## config.mk

```make
export PLATFORM = sky130hd
export DESIGN_NAME = tmcw_ctrl
export DESIGN_NICKNAME = d
export VERILOG_FILES = /design/src/hdl/tmcw_pkg.sv /design/src/hdl/tmcw_ctrl.sv
export SDC_FILE = /design/constraint.sdc
export NUM_CORES = 1
export LEC_CHECK = 0
export BUFFER_PORTS_ARGS = -buffer_cell sky130_fd_sc_hd__buf_2
export CAP_MARGIN = 10
export CORE_MARGIN = 2
export CORE_UTILIZATION = 53
export CTS_CLUSTER_DIAMETER = 40
export DETAILED_ROUTE_END_ITERATION = 12
export GPL_TIMING_DRIVEN = 0
export PLACE_DENSITY = 0.95
export SETUP_SLACK_MARGIN = 0.1
export SYNTH_ARGS = -nofsm -noshare
export SYNTH_HDL_FRONTEND = slang
export SYNTH_SLANG_ARGS = --single-unit
```

## constraint.sdc

```tcl
create_clock -name clk -period 4 [get_ports clk]
set_input_delay 0.4 -clock clk [delete_from_list [all_inputs] [get_ports clk]]
set_output_delay 0.4 -clock clk [all_outputs]
set_load 0.005 [all_outputs]
```

## src/hdl/tmcw_pkg.sv

```systemverilog
// Shared types and constants for the text mode console writer.
`default_nettype none

package tmcw_pkg;

    // Command codes carried in the input tuser field.
    localparam logic [2:0] OP_PUT_CHAR     = 3'd0;
    localparam logic [2:0] OP_NEWLINE      = 3'd1;
    localparam logic [2:0] OP_CLEAR_SCREEN = 3'd2;
    localparam logic [2:0] OP_CLEAR_ROW    = 3'd3;
    localparam logic [2:0] OP_CLEAR_EOL    = 3'd4;
    localparam logic [2:0] OP_SET_CURSOR   = 3'd5;
    localparam logic [2:0] OP_SET_BG       = 3'd6;
    localparam logic [2:0] OP_READ_CELL    = 3'd7;

    // Kinds of sweep over the cell memory.
    localparam logic [2:0] SW_FILL_BOOT = 3'd0;
    localparam logic [2:0] SW_FILL_ALL  = 3'd1;
    localparam logic [2:0] SW_FILL_ROW  = 3'd2;
    localparam logic [2:0] SW_FILL_EOL  = 3'd3;
    localparam logic [2:0] SW_FILL_LAST = 3'd4;
    localparam logic [2:0] SW_COPY      = 3'd5;
    localparam logic [2:0] SW_BG        = 3'd6;

    // Cursor updates.
    localparam logic [2:0] CUR_HOLD     = 3'd0;
    localparam logic [2:0] CUR_INC      = 3'd1;
    localparam logic [2:0] CUR_NEWLINE  = 3'd2;
    localparam logic [2:0] CUR_LAST_ROW = 3'd3;
    localparam logic [2:0] CUR_HOME     = 3'd4;
    localparam logic [2:0] CUR_SET      = 3'd5;

    localparam logic [7:0] BLANK_CHAR   = 8'h20;
    localparam logic [7:0] NEWLINE_CHAR = 8'h0A;
    localparam logic [7:0] RESET_ATTR   = 8'h07;
    localparam logic [7:0] BG_MASK      = 8'hF0;
    localparam logic [7:0] FG_MASK      = 8'h0F;

    localparam int CELL_W = 16;

    typedef struct packed {
        logic       latch_in;
        logic       sweep_start;
        logic [2:0] sweep_kind;
        logic [2:0] cur_op;
        logic       write_char;
        logic       read_cell;
        logic       capture_read;
        logic       set_err;
        logic       load_out;
    } tmcw_cmd_t;

    typedef struct packed {
        logic       sweep_busy;
        logic       past_end;
        logic       on_last_row;
        logic       row_ok;
        logic       nl_char;
        logic [2:0] op;
    } tmcw_stat_t;

endpackage

`default_nettype wire

```

## src/hdl/tmcw_ctrl.sv

```systemverilog
// Controller: sequences each command over the datapath and owns the handshakes.
`default_nettype none

module tmcw_ctrl import tmcw_pkg::*; (
    input  wire logic       clk,
    input  wire logic       rst_n,
    input  wire logic       s_tvalid,
    output logic            s_tready,
    output logic            m_tvalid,
    input  wire logic       m_tready,
    input  wire tmcw_stat_t stat,
    output tmcw_cmd_t       cmd
);

    localparam logic [3:0] ST_BOOT        = 4'd0;
    localparam logic [3:0] ST_BOOT_WAIT   = 4'd1;
    localparam logic [3:0] ST_IDLE        = 4'd2;
    localparam logic [3:0] ST_EXEC        = 4'd3;
    localparam logic [3:0] ST_FILL_WAIT   = 4'd4;
    localparam logic [3:0] ST_SCROLL_COPY = 4'd5;
    localparam logic [3:0] ST_SCROLL_FILL = 4'd6;
    localparam logic [3:0] ST_PUT         = 4'd7;
    localparam logic [3:0] ST_READ        = 4'd8;
    localparam logic [3:0] ST_DONE        = 4'd9;

    logic [3:0] state_reg, state_next;
    logic       m_tvalid_reg, m_tvalid_next;
    logic       text_char;

    assign text_char = (stat.op == OP_PUT_CHAR) && !stat.nl_char;
    assign s_tready  = (state_reg == ST_IDLE);
    assign m_tvalid  = m_tvalid_reg;

    always_comb
    begin
        state_next = state_reg;
        cmd        = '0;
        case (state_reg)
            ST_BOOT:
            begin
                cmd.sweep_start = 1'b1;
                cmd.sweep_kind  = SW_FILL_BOOT;
                state_next      = ST_BOOT_WAIT;
            end
            ST_BOOT_WAIT:
            begin
                if (!stat.sweep_busy)
                begin
                    state_next = ST_IDLE;
                end
            end
            ST_IDLE:
            begin
                if (s_tvalid)
                begin
                    cmd.latch_in = 1'b1;
                    state_next   = ST_EXEC;
                end
            end
            ST_EXEC:
            begin
                state_next = ST_DONE;
                case (stat.op)
                    OP_PUT_CHAR, OP_NEWLINE:
                    begin
                        if (text_char)
                        begin
                            if (stat.past_end)
                            begin
                                cmd.sweep_start = 1'b1;
                                cmd.sweep_kind  = SW_COPY;
                                state_next      = ST_SCROLL_COPY;
                            end
                            else
                            begin
                                cmd.write_char = 1'b1;
                                cmd.cur_op     = CUR_INC;
                            end
                        end
                        else if (stat.on_last_row)
                        begin
                            cmd.sweep_start = 1'b1;
                            cmd.sweep_kind  = SW_COPY;
                            state_next      = ST_SCROLL_COPY;
                        end
                        else
                        begin
                            cmd.cur_op = CUR_NEWLINE;
                        end
                    end
                    OP_CLEAR_SCREEN:
                    begin
                        cmd.sweep_start = 1'b1;
                        cmd.sweep_kind  = SW_FILL_ALL;
                        cmd.cur_op      = CUR_HOME;
                        state_next      = ST_FILL_WAIT;
                    end
                    OP_CLEAR_ROW:
                    begin
                        if (stat.row_ok)
                        begin
                            cmd.sweep_start = 1'b1;
                            cmd.sweep_kind  = SW_FILL_ROW;
                            state_next      = ST_FILL_WAIT;
                        end
                        else
                        begin
                            cmd.set_err = 1'b1;
                        end
                    end
                    OP_CLEAR_EOL:
                    begin
                        if (stat.past_end)
                        begin
                            cmd.set_err = 1'b1;
                        end
                        else
                        begin
                            cmd.sweep_start = 1'b1;
                            cmd.sweep_kind  = SW_FILL_EOL;
                            state_next      = ST_FILL_WAIT;
                        end
                    end
                    OP_SET_CURSOR:
                    begin
                        cmd.cur_op = CUR_SET;
                    end
                    OP_SET_BG:
                    begin
                        cmd.sweep_start = 1'b1;
                        cmd.sweep_kind  = SW_BG;
                        state_next      = ST_FILL_WAIT;
                    end
                    default:
                    begin
                        cmd.read_cell = 1'b1;
                        state_next    = ST_READ;
                    end
                endcase
            end
            ST_FILL_WAIT:
            begin
                if (!stat.sweep_busy)
                begin
                    state_next = ST_DONE;
                end
            end
            ST_SCROLL_COPY:
            begin
                // Rows have moved up; blank the new bottom row.
                if (!stat.sweep_busy)
                begin
                    cmd.sweep_start = 1'b1;
                    cmd.sweep_kind  = SW_FILL_LAST;
                    cmd.cur_op      = CUR_LAST_ROW;
                    state_next      = ST_SCROLL_FILL;
                end
            end
            ST_SCROLL_FILL:
            begin
                if (!stat.sweep_busy)
                begin
                    state_next = text_char ? ST_PUT : ST_DONE;
                end
            end
            ST_PUT:
            begin
                cmd.write_char = 1'b1;
                cmd.cur_op     = CUR_INC;
                state_next     = ST_DONE;
            end
            ST_READ:
            begin
                cmd.capture_read = 1'b1;
                state_next       = ST_DONE;
            end
            ST_DONE:
            begin
                if (!m_tvalid_reg || m_tready)
                begin
                    cmd.load_out = 1'b1;
                    state_next   = ST_IDLE;
                end
            end
            default:
            begin
                state_next = ST_IDLE;
            end
        endcase
    end

    always_comb
    begin
        if (cmd.load_out)
        begin
            m_tvalid_next = 1'b1;
        end
        else if (m_tready)
        begin
            m_tvalid_next = 1'b0;
        end
        else
        begin
            m_tvalid_next = m_tvalid_reg;
        end
    end

    always_ff @(posedge clk or negedge rst_n)
    begin
        if (!rst_n)
        begin
            state_reg    <= ST_BOOT;
            m_tvalid_reg <= 1'b0;
        end
        else
        begin
            state_reg    <= state_next;
            m_tvalid_reg <= m_tvalid_next;
        end
    end

    a_start_when_free: assert property (@(posedge clk) disable iff (!rst_n)
        cmd.sweep_start |-> !stat.sweep_busy)
        else $error("sweep started while another sweep is running");

    a_char_write_free: assert property (@(posedge clk) disable iff (!rst_n)
        cmd.write_char |-> !stat.sweep_busy)
        else $error("character write collides with a sweep");

    a_accept_when_free: assert property (@(posedge clk) disable iff (!rst_n)
        (s_tvalid && s_tready) |-> !stat.sweep_busy)
        else $error("word accepted while the memory is busy");

    a_load_shows_valid: assert property (@(posedge clk) disable iff (!rst_n)
        cmd.load_out |=> m_tvalid)
        else $error("result loaded but not offered");

endmodule

`default_nettype wire

```

**After elaboration in Yosys (flattened, before gate mapping)**

Cells that the tools add are included.

- Register bits: 5
- Bits of input ports: 12
- Output and inout port bits: 15
- Word-level logic and storage cells: 77

- Equal/unequal tests: 21
- Multiplexer cells: 42
- Reduce and logical (&&, ||, !) cells: 12

Operators by type and width:

| cell | number |
|---|---|
| $mux 4 | 16 |
| $pmux 4 s5 | 2 |
| $pmux 4 s9 | 1 |
| $pmux 3 s3 | 2 |
| $eq 4x3->1 const B | 4 |
| $mux 1 | 14 |
| $mux 7 | 2 |
| $ne 2x2->1 const B | 6 |
| $pmux 4 s3 | 1 |
| $eq 3x3->1 const B | 3 |
| $eq 4x2->1 const B | 2 |
| $eq 4x4->1 const B | 2 |
| $reduce_or 7->1 | 1 |
| $eq 3x2->1 const B | 2 |
| $reduce_and 6->1 | 1 |
| $reduce_or 2->1 | 3 |
| $eq 4x1->1 const B | 1 |
| $logic_not 4->1 | 1 |
| $mux 2 | 2 |
| $pmux 1 s2 | 2 |
| $eq 3x1->1 const B | 1 |
| $logic_not 3->1 | 1 |
| $logic_not 1->1 | 2 |
| $reduce_bool 2->1 | 1 |
| other kinds (2) | 2 |

**Logic depth before layout (Yosys ltp)**

Gate-level depths: netlist of the first run.

- Word-level depth: 5
- Gate-level depth with buffers: 6
- Mapped depth without buffers: 4

**Worst setup path before layout of the first run**

Ideal clock, no wire load.

- Kind: register to output
- Start point: register state_reg[3]
- End point: output port cmd[6] in the netlist's numbering
- Arrival time: 1.296 ns
- Data required time: 3.600 ns
- Setup slack: 2.304 ns
- Stages on the path, launching flop included: 5
- Buffers on the path: 1
- Cells stage by stage: dfrtp_1 > nand4bb_1 > buf_2 > or3_1 > o32ai_1

RTL lines:

| what | RTL line | text |
|---|---|---|
| start, declared | tmcw_ctrl.sv:26 | `logic [3:0] state_reg, state_next;` |
| start signal, assigned | tmcw_ctrl.sv:217 | `state_reg <= state_next;` |
| end, declared | tmcw_ctrl.sv:12 | `output tmcw_cmd_t cmd` |

==> results of run 1 <==
cells in the final DEF, fill, tap and decap left out, drive strengths merged:
| master | count |
|---|---|
| a21o | 2 |
| a21oi | 9 |
| a31o | 4 |
| a32oi | 2 |
| and2 | 2 |
| buf | 30 |
| clkbuf | 10 |
| dfrtp | 5 |
| dlygate4sd3 | 1 |
| inv | 5 |
| nand2 | 11 |
| nand2b | 5 |
| nand3 | 2 |
| nand4 | 2 |
| nand4bb | 2 |
| nor2 | 10 |
| nor2b | 9 |
| nor3 | 4 |
| nor3b | 3 |
| nor4 | 3 |
| nor4b | 1 |
| nor4bb | 1 |
| o211ai | 2 |
| o21a | 3 |
| o21ai | 7 |
| o21bai | 3 |
| o22a | 1 |
| o311ai | 1 |
| o32a | 1 |
| o32ai | 1 |
| or2 | 1 |
| or3 | 3 |
| or4b | 1 |
worst max-delay path, stage by stage (launching register included):
cell and delay (ps):
dfrtp_1 420, nand4bb_1 190, buf_2 180, or3_1 340, o32ai_1 240, buf_2 160
layout make-up:
type                       count  area [µm²]
multi-input combinational     96         589
timing repair buffer          27         140
fill                          99         368
clock buffer                   4        26.3
inverter                       5        18.8
buffer                        10        47.5
tap                           15        18.8
sequential                     5         125
what timing repair did:
item	4_1_cts	5_1_grt
endpoints found under the hold margin	5	0
buffers inserted	0	0
hold buffers	1	0
worst max-delay path by stage:
| stage | slack [ps] | endpoint | startpoint |
|---|---|---|---|
| final | 1800 | cmd[6] | state_reg[3]$_DFFE_PN0P_ |
| after global routing | 1760 | cmd[6] | state_reg[3]$_DFFE_PN0P_ |
| after CTS | 1830 | cmd[6] | state_reg[3]$_DFFE_PN0P_ |
| after detailed placement | 1960 | cmd[4] | stat[0] |
| after global placement | 1990 | cmd[4] | stat[0] |
| after floorplan | 2300 | cmd[6] | state_reg[3]$_DFFE_PN0P_ |
kinds of logic (layout without fill, tap and decap cells):
group / after synthesis / count (layout) / synth area share, %
compound gates: 36 / 36 / 31.2
buf+inv: 15 / 46 / 8.49
flops: 5 / 5 / 16.0
simple gates: 60 / 60 / 44.2
power breakdown:
part           switching (mW)  internal (mW)  total [mW]
registers              0.0202         0.0698      0.0900
clock network          0.0253         0.0380      0.0633
logic                   0.184          0.149       0.333
per-stage QoR:
step | hold slack, ps | power [mW] | worst slack (ps)
floorplan | 104 | 0.326 | 2300
global placement | 213 | 0.406 | 1990
detailed placement | 215 | 0.415 | 1960
CTS | 441 | 0.481 | 1830
global route | 499 | 0.532 | 1760
finish | 459 | 0.486 | 1800
per-layer routing:
| layer | vias up | wire, µm |
|---|---|---|
| li1 | 487 | - |
| met1 | 465 | 944 |
| met2 | 60 | 1020 |
| met3 | 9 | 223 |
| met4 | 0 | 42 |
| met5 | - | 0 |
==> flow_metrics.py, run 1 <==
metrics = {
    "yosys": {
        "netlist.top_cell.by_area": "dfrtp_1",
        "syn_avg_cell_area_um2": 6.73,
        "netlist_area_um2": 781,
        "synth_common_cells": "nand2_1, nor2_1, a21oi_1, nor2b_1, o21ai_0",
        "synth-seq-cells": 5,
        "yosys.area.top_type_share_pct": 16.0,
        "synth-main-ff-cell": "dfrtp_1",
        "ys_seq_area_share_pct": 16.0,
        "synth.distinct_cells": 35,
        "netlist_top_cells_area": "dfrtp_1, nor2b_1, a21oi_1",
        "synth_most_common_cell": "nand2_1",
        "async_reset_ff_share_pct": 100,
        "synth-edff-count": 0,
        "ys_warn_count": 0,
        "synthesis.nets": 128,
        "syn_inst": 116,
    },
    "critical_path": {
        "criticalPathCategory": "reg -> out",
        "worstReg2RegEnd": "state_reg[1]$_DFFE_PN0P_",
        "worstReg2RegStart": "state_reg[0]$_DFFE_PN0P_",
        "cp_data_arrival_time_ps": 1800,
        "path_max_fanout": 8,
        "crit_path_start_kind": "flop",
        "r2r.worst_path.cells": 4,
        "cp-end-kind": "primary output",
        "cp.required_ps": 3600,
        "rrSetupSlack_ps": 2390,
    },
    "floorplan": {
        "io_pins": 27,
        "die-area_um2": 1800,
        "rows": 13,
        "start_util_pct": 58.5,
        "coreArea_um2": 1330,
        "die-width_um": 42.4,
        "die_h_um": 42.4,
    },
    "power": {
        "p_per_area_nw_per_um2": 503,
        "peakVddDrop_mv": 0.321,
        "p_leak_nw": 0.427,
    },
    "timing": {
        "period_minus_slack_ps": 2200,
        "max_freq_mhz": 454,
        "setup_tns_ps": 0,
        "final_hold_viol_count": 0,
        "rsz0062_at_grt": "no",
        "worstMarginPinSlew_ps": 584,
        "setup_viol": 0,
        "post-route-period-util_pct": 55.1,
        "finClkSkew_ps": 12.1,
        "slew_headroom_pct": 60.8,
        "drv_slew": 0,
    },
    "placement": {
        "gp_routability_congestion": 0.942,
        "placed_area_um2": 930,
        "dp_hpwl_um": 1630,
        "numPortBuffers": 26,
        "dp.cells": 157,
    },
    "hold_path": {
        "whs_path_depth": 3,
        "min_to": "m_tvalid$_DFFE_PN0P_",
        "hp-class": "in -> reg",
        "min_from": "m_tready",
    },
    "global_routing": {
        "grt_max_degree": 11,
        "grt_pass1_vias": 907,
        "met2_usage_pct": 44.6,
        "grt.met1_usage_pct": 35.7,
        "grt_remaining_overflow": 0,
        "gr-max-usage-layer": "met2",
        "grt_pass1_wl_um": 3910,
        "grt_usage_pct": 27.9,
        "antenna_found_initial": 0,
        "grtUsageMet3_pct": 8.19,
    },
    "routing": {
        "dr_total_vias": 1021,
        "drt_iter0_drc": 55,
        "ant_nets": 0,
        "routed_wl_um": 2240,
        "first_pass_iters": 4,
        "wl_per_cell_um": 13.8,
        "via_per_inst": 6.30,
        "drc": 0,
    },
    "clocking": {
        "cts_tree": "yes",
        "htree_num_levels": 1,
        "cts_resized": 0,
        "clock-sinks": 5,
        "clock_latency_ps": 260,
        "clockBufferDepth": 2,
        "cts_made_buffers": 3,
        "clockRootBuffer": "clkbuf_4",
        "clk_pin_slew_ps": 50,
    },
    "finish": {
        "nets": 160,
        "post-route-util_pct": 72.4,
        "insertedDiodeCount": 0,
        "largest_reg_flops": 4,
        "drive_gt1_share_pct": 24.5,
        "final_cell_area_um2": 966,
        "final-instance-count-excl-fill": 162,
        "synthToLayoutAreaGrowth_pct": 23.7,
    },
    "status": {
        "status": "complete, no violations",
    },
    "run": {
        "cap_violations": 0,
    },
}
Note: power is estimated with default switching activity, not from simulation.
==> inputs of run 2 (changes only) <==
Settings changed: CORE_UTILIZATION 53 to 44, PLACE_DENSITY 0.95 to 0.86.
Clock period 4 ns to 1.8 ns, I/O delays scaled along.
==> flow_metrics.py, run 2 (synthesis results as in run 1) <==
metrics = {
    "status": {
        "status": "finished, violations left",
        "failed_checks": "negative setup slack",
    },
    "timing": {
        "drv_slew": 0,
        "setup_viol": 1,
        "final_hold_viol_count": 0,
        "max_freq_mhz": 538,
        "post-route-period-util_pct": 103,
        "holdWs_ps": 263,
        "setup_tns_ps": -58.6,
        "worstMarginPinSlew_ps": 677,
        "period_minus_slack_ps": 1860,
        "rsz0062_at_grt": "yes",
        "fin_ws_ps": -58.6,
        "slew_headroom_pct": 54.5,
        "finClkSkew_ps": 2.60,
    },
    "clocking": {
        "cts_tree": "yes",
        "clock-sinks": 5,
        "clk_pin_slew_ps": 50,
        "htree_num_levels": 1,
        "clockRootBuffer": "clkbuf_4",
        "clock_latency_ps": 250,
        "clockBufferDepth": 2,
        "cts_made_buffers": 3,
    },
    "critical_path": {
        "criticalPathCategory": "reg -> out",
        "cp.required_ps": 1620,
        "crit_path_start_kind": "flop",
        "critical-path-top-delay-family": "simple AND/OR/NAND/NOR gates",
        "critPathSlowestCell": "dfrtp_1",
        "path_cells": "nand4bb_1 -> buf_6 -> or3_4 -> o32ai_2 -> buf_2",
        "path_max_fanout": 3,
        "crit_buf_inv": 2,
        "cp_data_arrival_time_ps": 1680,
        "cp-end-kind": "primary output",
        "max_stage_delay_ps": 380,
    },
    "global_routing": {
        "grt_remaining_overflow": 0,
        "grt_pass1_vias": 929,
        "antenna_found_initial": 0,
        "grt_pass1_wl_um": 4120,
        "grt_usage_pct": 26.4,
        "grt_max_degree": 11,
    },
    "finish": {
        "post-route-util_pct": 63.6,
        "synthToLayoutAreaGrowth_pct": 37.7,
        "final_cell_mix": "buf_2, nand2_1, nor2_1, nor2b_1",
        "final-instance-count-excl-fill": 170,
        "nets": 166,
        "drive_gt1_share_pct": 34.6,
        "layout_commonest_cell": "buf_2",
        "largest_reg_flops": 4,
        "insertedDiodeCount": 0,
    },
    "run": {
        "cap_violations": 0,
    },
    "hold_path": {
        "hp-class": "in -> reg",
    },
    "power": {
        "p_per_area_nw_per_um2": 1190,
        "power_mw": 1.27,
        "p_leak_nw": 0.477,
        "peakVddDrop_mv": 0.551,
    },
    "routing": {
        "drc": 0,
        "ant_nets": 0,
        "drt_iter0_drc": 70,
        "wl_per_cell_um": 15.6,
        "first_pass_iters": 4,
        "dr_total_vias": 1073,
        "routed_wl_um": 2650,
        "via_per_inst": 6.31,
    },
    "floorplan": {
        "die_h_um": 46.1,
        "coreArea_um2": 1690,
        "io_pins": 27,
        "die-width_um": 46.1,
        "die-area_um2": 2130,
        "rows": 15,
        "start_util_pct": 46.2,
    },
    "placement": {
        "gp_routability_congestion": 0.923,
        "numPortBuffers": 26,
        "dp.cells": 159,
        "dp_hpwl_um": 1670,
    },
}
==> run 2: cell types whose count changed in the layout (fill, tap and decap cells not counted), sizes merged <==
| cell | previous run | this run |
|---|---|---|
| clkinvlp | 0 | 1 |
| inv | 5 | 4 |
| buf | 30 | 37 |
| clkbuf | 10 | 9 |
==> run 2: path summary, 6_finish.rpt <==
| check | startpoint | endpoint | slack [ps] | depth (start not counted) |
|---|---|---|---|---|
| max in group asynchronous | rst_n | state_reg[0]$_DFFE_PN0P_ | 1360 | 2 |
| worst max register to register | state_reg[2]$_DFFE_PN0P_ | state_reg[3]$_DFFE_PN0P_ | 190 | 6 |
| worst max-delay path | state_reg[2]$_DFFE_PN0P_ | cmd[6] | -60 | 5 |
| worst min-delay path | m_tready | m_tvalid$_DFFE_PN0P_ | 260 | 3 |
| worst min register to register | m_tvalid$_DFFE_PN0P_ | m_tvalid$_DFFE_PN0P_ | 580 | 2 |
| min in group asynchronous | rst_n | state_reg[2]$_DFFE_PN0P_ | 290 | 2 |
==> run 2: where the power goes <==
| group | switching (mW) | leakage (nW) | internal [mW] |
|---|---|---|---|
| Sequential | 0.0409 | 0.0629 | 0.158 |
| Combinational | 0.491 | 0.399 | 0.442 |
| Clock | 0.0577 | 0.0150 | 0.0846 |
==> run 2: layout make-up <==
class	count	area, µm²
timing repair buffer	34	193
tap	17	21.3
buffer	9	56.3
inverter	5	22.5
clock buffer	4	26.3
fill	145	614
multi-input combinational	96	629
sequential	5	126
==> run 2: worst register-to-register path, stage by stage, from the launching register on <==
cell,delay [ps]
dfrtp_1,360
buf_4,140
clkinvlp_4,120
buf_4,160
or3_1,360
a31o_1,220
a32oi_1,170
==> run 2: timing repair <==
item | 4_1_cts | 5_1_grt
pin swaps | 1 | 3
endpoints found under the setup margin | 4 | 7
cloned | 0 | 0
hold endpoints to repair | 5 | 0
hold buffers | 1 | 0
gates resized for setup | 11 | 7
buffers inserted | 4 | 4
==> run 2: metal layers <==
metal	part of all wire [%]	global-route usage [%]	vias to the layer above
met5	0	0	-
met4	1.5	10.3	0
met3	6.1	3.53	6
met2	48	42.8	55
met1	44	35.1	510
li1	-	-	502
==> run 2: per-stage QoR <==
step | instance area, µm² | setup slack (ps)
finish | 1070 | -58.6
global route | 1070 | -125
CTS | 1040 | -17.1
detailed placement | 932 | 152
global placement | 932 | 129
floorplan | 781 | 324
==> inputs of run 3 (changes only) <==
Settings changed: CORE_ASPECT_RATIO set to 0.9.
==> flow_metrics.py, run 3 (synthesis results as in run 1) <==
metrics = {
    "finish": {
        "layout_commonest_cell": "buf_2",
        "post-route-util_pct": 68.3,
        "final_cell_mix": "buf_2, nand2_1, nor2_1, buf_4, nor2b_1",
        "synthToLayoutAreaGrowth_pct": 45.7,
        "insertedDiodeCount": 0,
        "nets": 169,
        "largest_reg_flops": 4,
        "drive_gt1_share_pct": 36.5,
    },
    "power": {
        "power.internal_uw": 739,
        "pwr-share-clk_pct": 9.2,
        "p_seq_share_pct": 14.5,
        "peakVddDrop_mv": 0.906,
        "p_leak_nw": 0.495,
        "swShare_pct": 45.7,
        "p_per_area_nw_per_um2": 1200,
        "p_sw_uw": 621,
        "p_comb_share_pct": 76.4,
    },
    "global_routing": {
        "antenna_found_initial": 0,
        "grt_usage_pct": 22.7,
        "grt_max_degree": 11,
        "grt_pass1_vias": 846,
        "grt_pass1_wl_um": 3810,
        "grt_remaining_overflow": 0,
    },
    "clocking": {
        "cts_made_buffers": 3,
        "clockRootBuffer": "clkbuf_4",
        "clockBufferDepth": 2,
        "clk_pin_slew_ps": 40,
        "clock-sinks": 5,
        "htree_num_levels": 1,
        "cts_tree": "yes",
        "clock_latency_ps": 230,
    },
    "timing": {
        "worstMarginPinSlew_ps": 462,
        "holdWs_ps": 244,
        "period_minus_slack_ps": 1900,
        "finClkSkew_ps": 1.16,
        "setup_tns_ps": -99.6,
        "post-route-period-util_pct": 106,
        "fin_ws_ps": -99.6,
        "setup_viol": 1,
        "max_freq_mhz": 526,
        "drv_slew": 0,
        "slew_headroom_pct": 69.2,
        "rsz0062_at_grt": "yes",
        "final_hold_viol_count": 0,
    },
    "routing": {
        "first_pass_iters": 5,
        "wl_per_cell_um": 15.5,
        "drc": 0,
        "dr_total_vias": 1111,
        "ant_nets": 0,
        "drt_iter0_drc": 81,
        "via_per_inst": 6.17,
        "routed_wl_um": 2800,
    },
    "floorplan": {
        "rows": 14,
        "die-width_um": 48.4,
        "die-area_um2": 2130,
        "die_h_um": 44.0,
        "io_pins": 27,
        "start_util_pct": 46.9,
        "coreArea_um2": 1660,
    },
    "placement": {
        "numPortBuffers": 26,
        "dp_hpwl_um": 1680,
        "gp_routability_congestion": 0.970,
    },
    "status": {
        "status": "finished, violations left",
        "failed_checks": "negative setup slack",
    },
    "critical_path": {
        "cp_data_arrival_time_ps": 1720,
        "criticalPathCategory": "reg -> out",
        "r2r.worst_path.cells": 5,
        "rrSetupSlack_ps": 130,
        "path_max_fanout": 6,
        "crit_path_start_kind": "flop",
        "cp-end-kind": "primary output",
        "cp.required_ps": 1620,
    },
    "hold_path": {
        "whs_path_depth": 3,
        "hp-class": "in -> reg",
    },
    "run": {
        "cap_violations": 0,
    },
}
[run 3: cell count changes in the layout (fill, tap and decap cells not counted), sizes merged]
cell	previous run	this run
clkinvlp	1	0
buf	37	40
inv	4	5
[run 3: area by class of cell]
| class | count | area (µm²) |
|---|---|---|
| clock buffers | 4 | 26.3 |
| repair buffers | 36 | 208 |
| well taps | 24 | 30.0 |
| multi-input cells | 96 | 662 |
| fillers | 134 | 527 |
| inverters | 5 | 18.8 |
| plain buffers | 10 | 66.3 |
| flip-flops and latches | 5 | 126 |
[run 3: timing repair]
item,CTS,global route
hold buffers,1,0
buffers inserted,2,7
gates resized for setup,4,20
pin swaps,0,1
hold endpoints to repair,5,0
endpoints found under the setup margin,3,10
[run 3: power groups by stage]
stage          sequential [mW]  clock, mW  combinational, mW
2_1_floorplan            0.189          0              0.536
3_3_place_gp             0.197          0              0.706
3_5_place_dp             0.201          0              0.728
4_1_cts                  0.196      0.130              0.780
5_1_grt                  0.198      0.142               1.10
6_report                 0.197      0.125               1.04
[run 3: path summary, 6_finish.rpt]
check                                         startpoint                        to
max in group asynchronous                          rst_n  state_reg[0]$_DFFE_PN0P_
min in group asynchronous                          rst_n  state_reg[3]$_DFFE_PN0P_
worst max-delay path            state_reg[3]$_DFFE_PN0P_                    cmd[6]
worst min register to register      m_tvalid$_DFFE_PN0P_      m_tvalid$_DFFE_PN0P_
worst min-delay path                            m_tready      m_tvalid$_DFFE_PN0P_
worst max register to register  state_reg[0]$_DFFE_PN0P_  state_reg[1]$_DFFE_PN0P_
[run 3: routing by layer]
metal / GRT usage, % / vias up / share of wire, %
li1: - / 501 / -
met3: 4.48 / 17 / 9.4
met2: 36.9 / 83 / 48
met1: 31.6 / 510 / 39
met4: 4.57 / 0 / 3.5
met5: 0 / - / 0
[run 3: worst max-delay path, stage by stage, from the launching register on]
cell and delay, ps:
dfrtp_1 390, nand4bb_1 230, buf_6 160, or3_4 340, o32ai_2 210, buf_2 160
[run 3: through the flow]
step                      power [mW]  area [µm²]  setup slack (ps)  instances
after global routing            1.44        1140              -197        180
after CTS                       1.11        1000             -65.5        173
after global placement         0.904         941               120        166
after detailed placement       0.929         941               150        166
after floorplan                0.725         781               324        116
final                           1.36        1140             -99.6        180
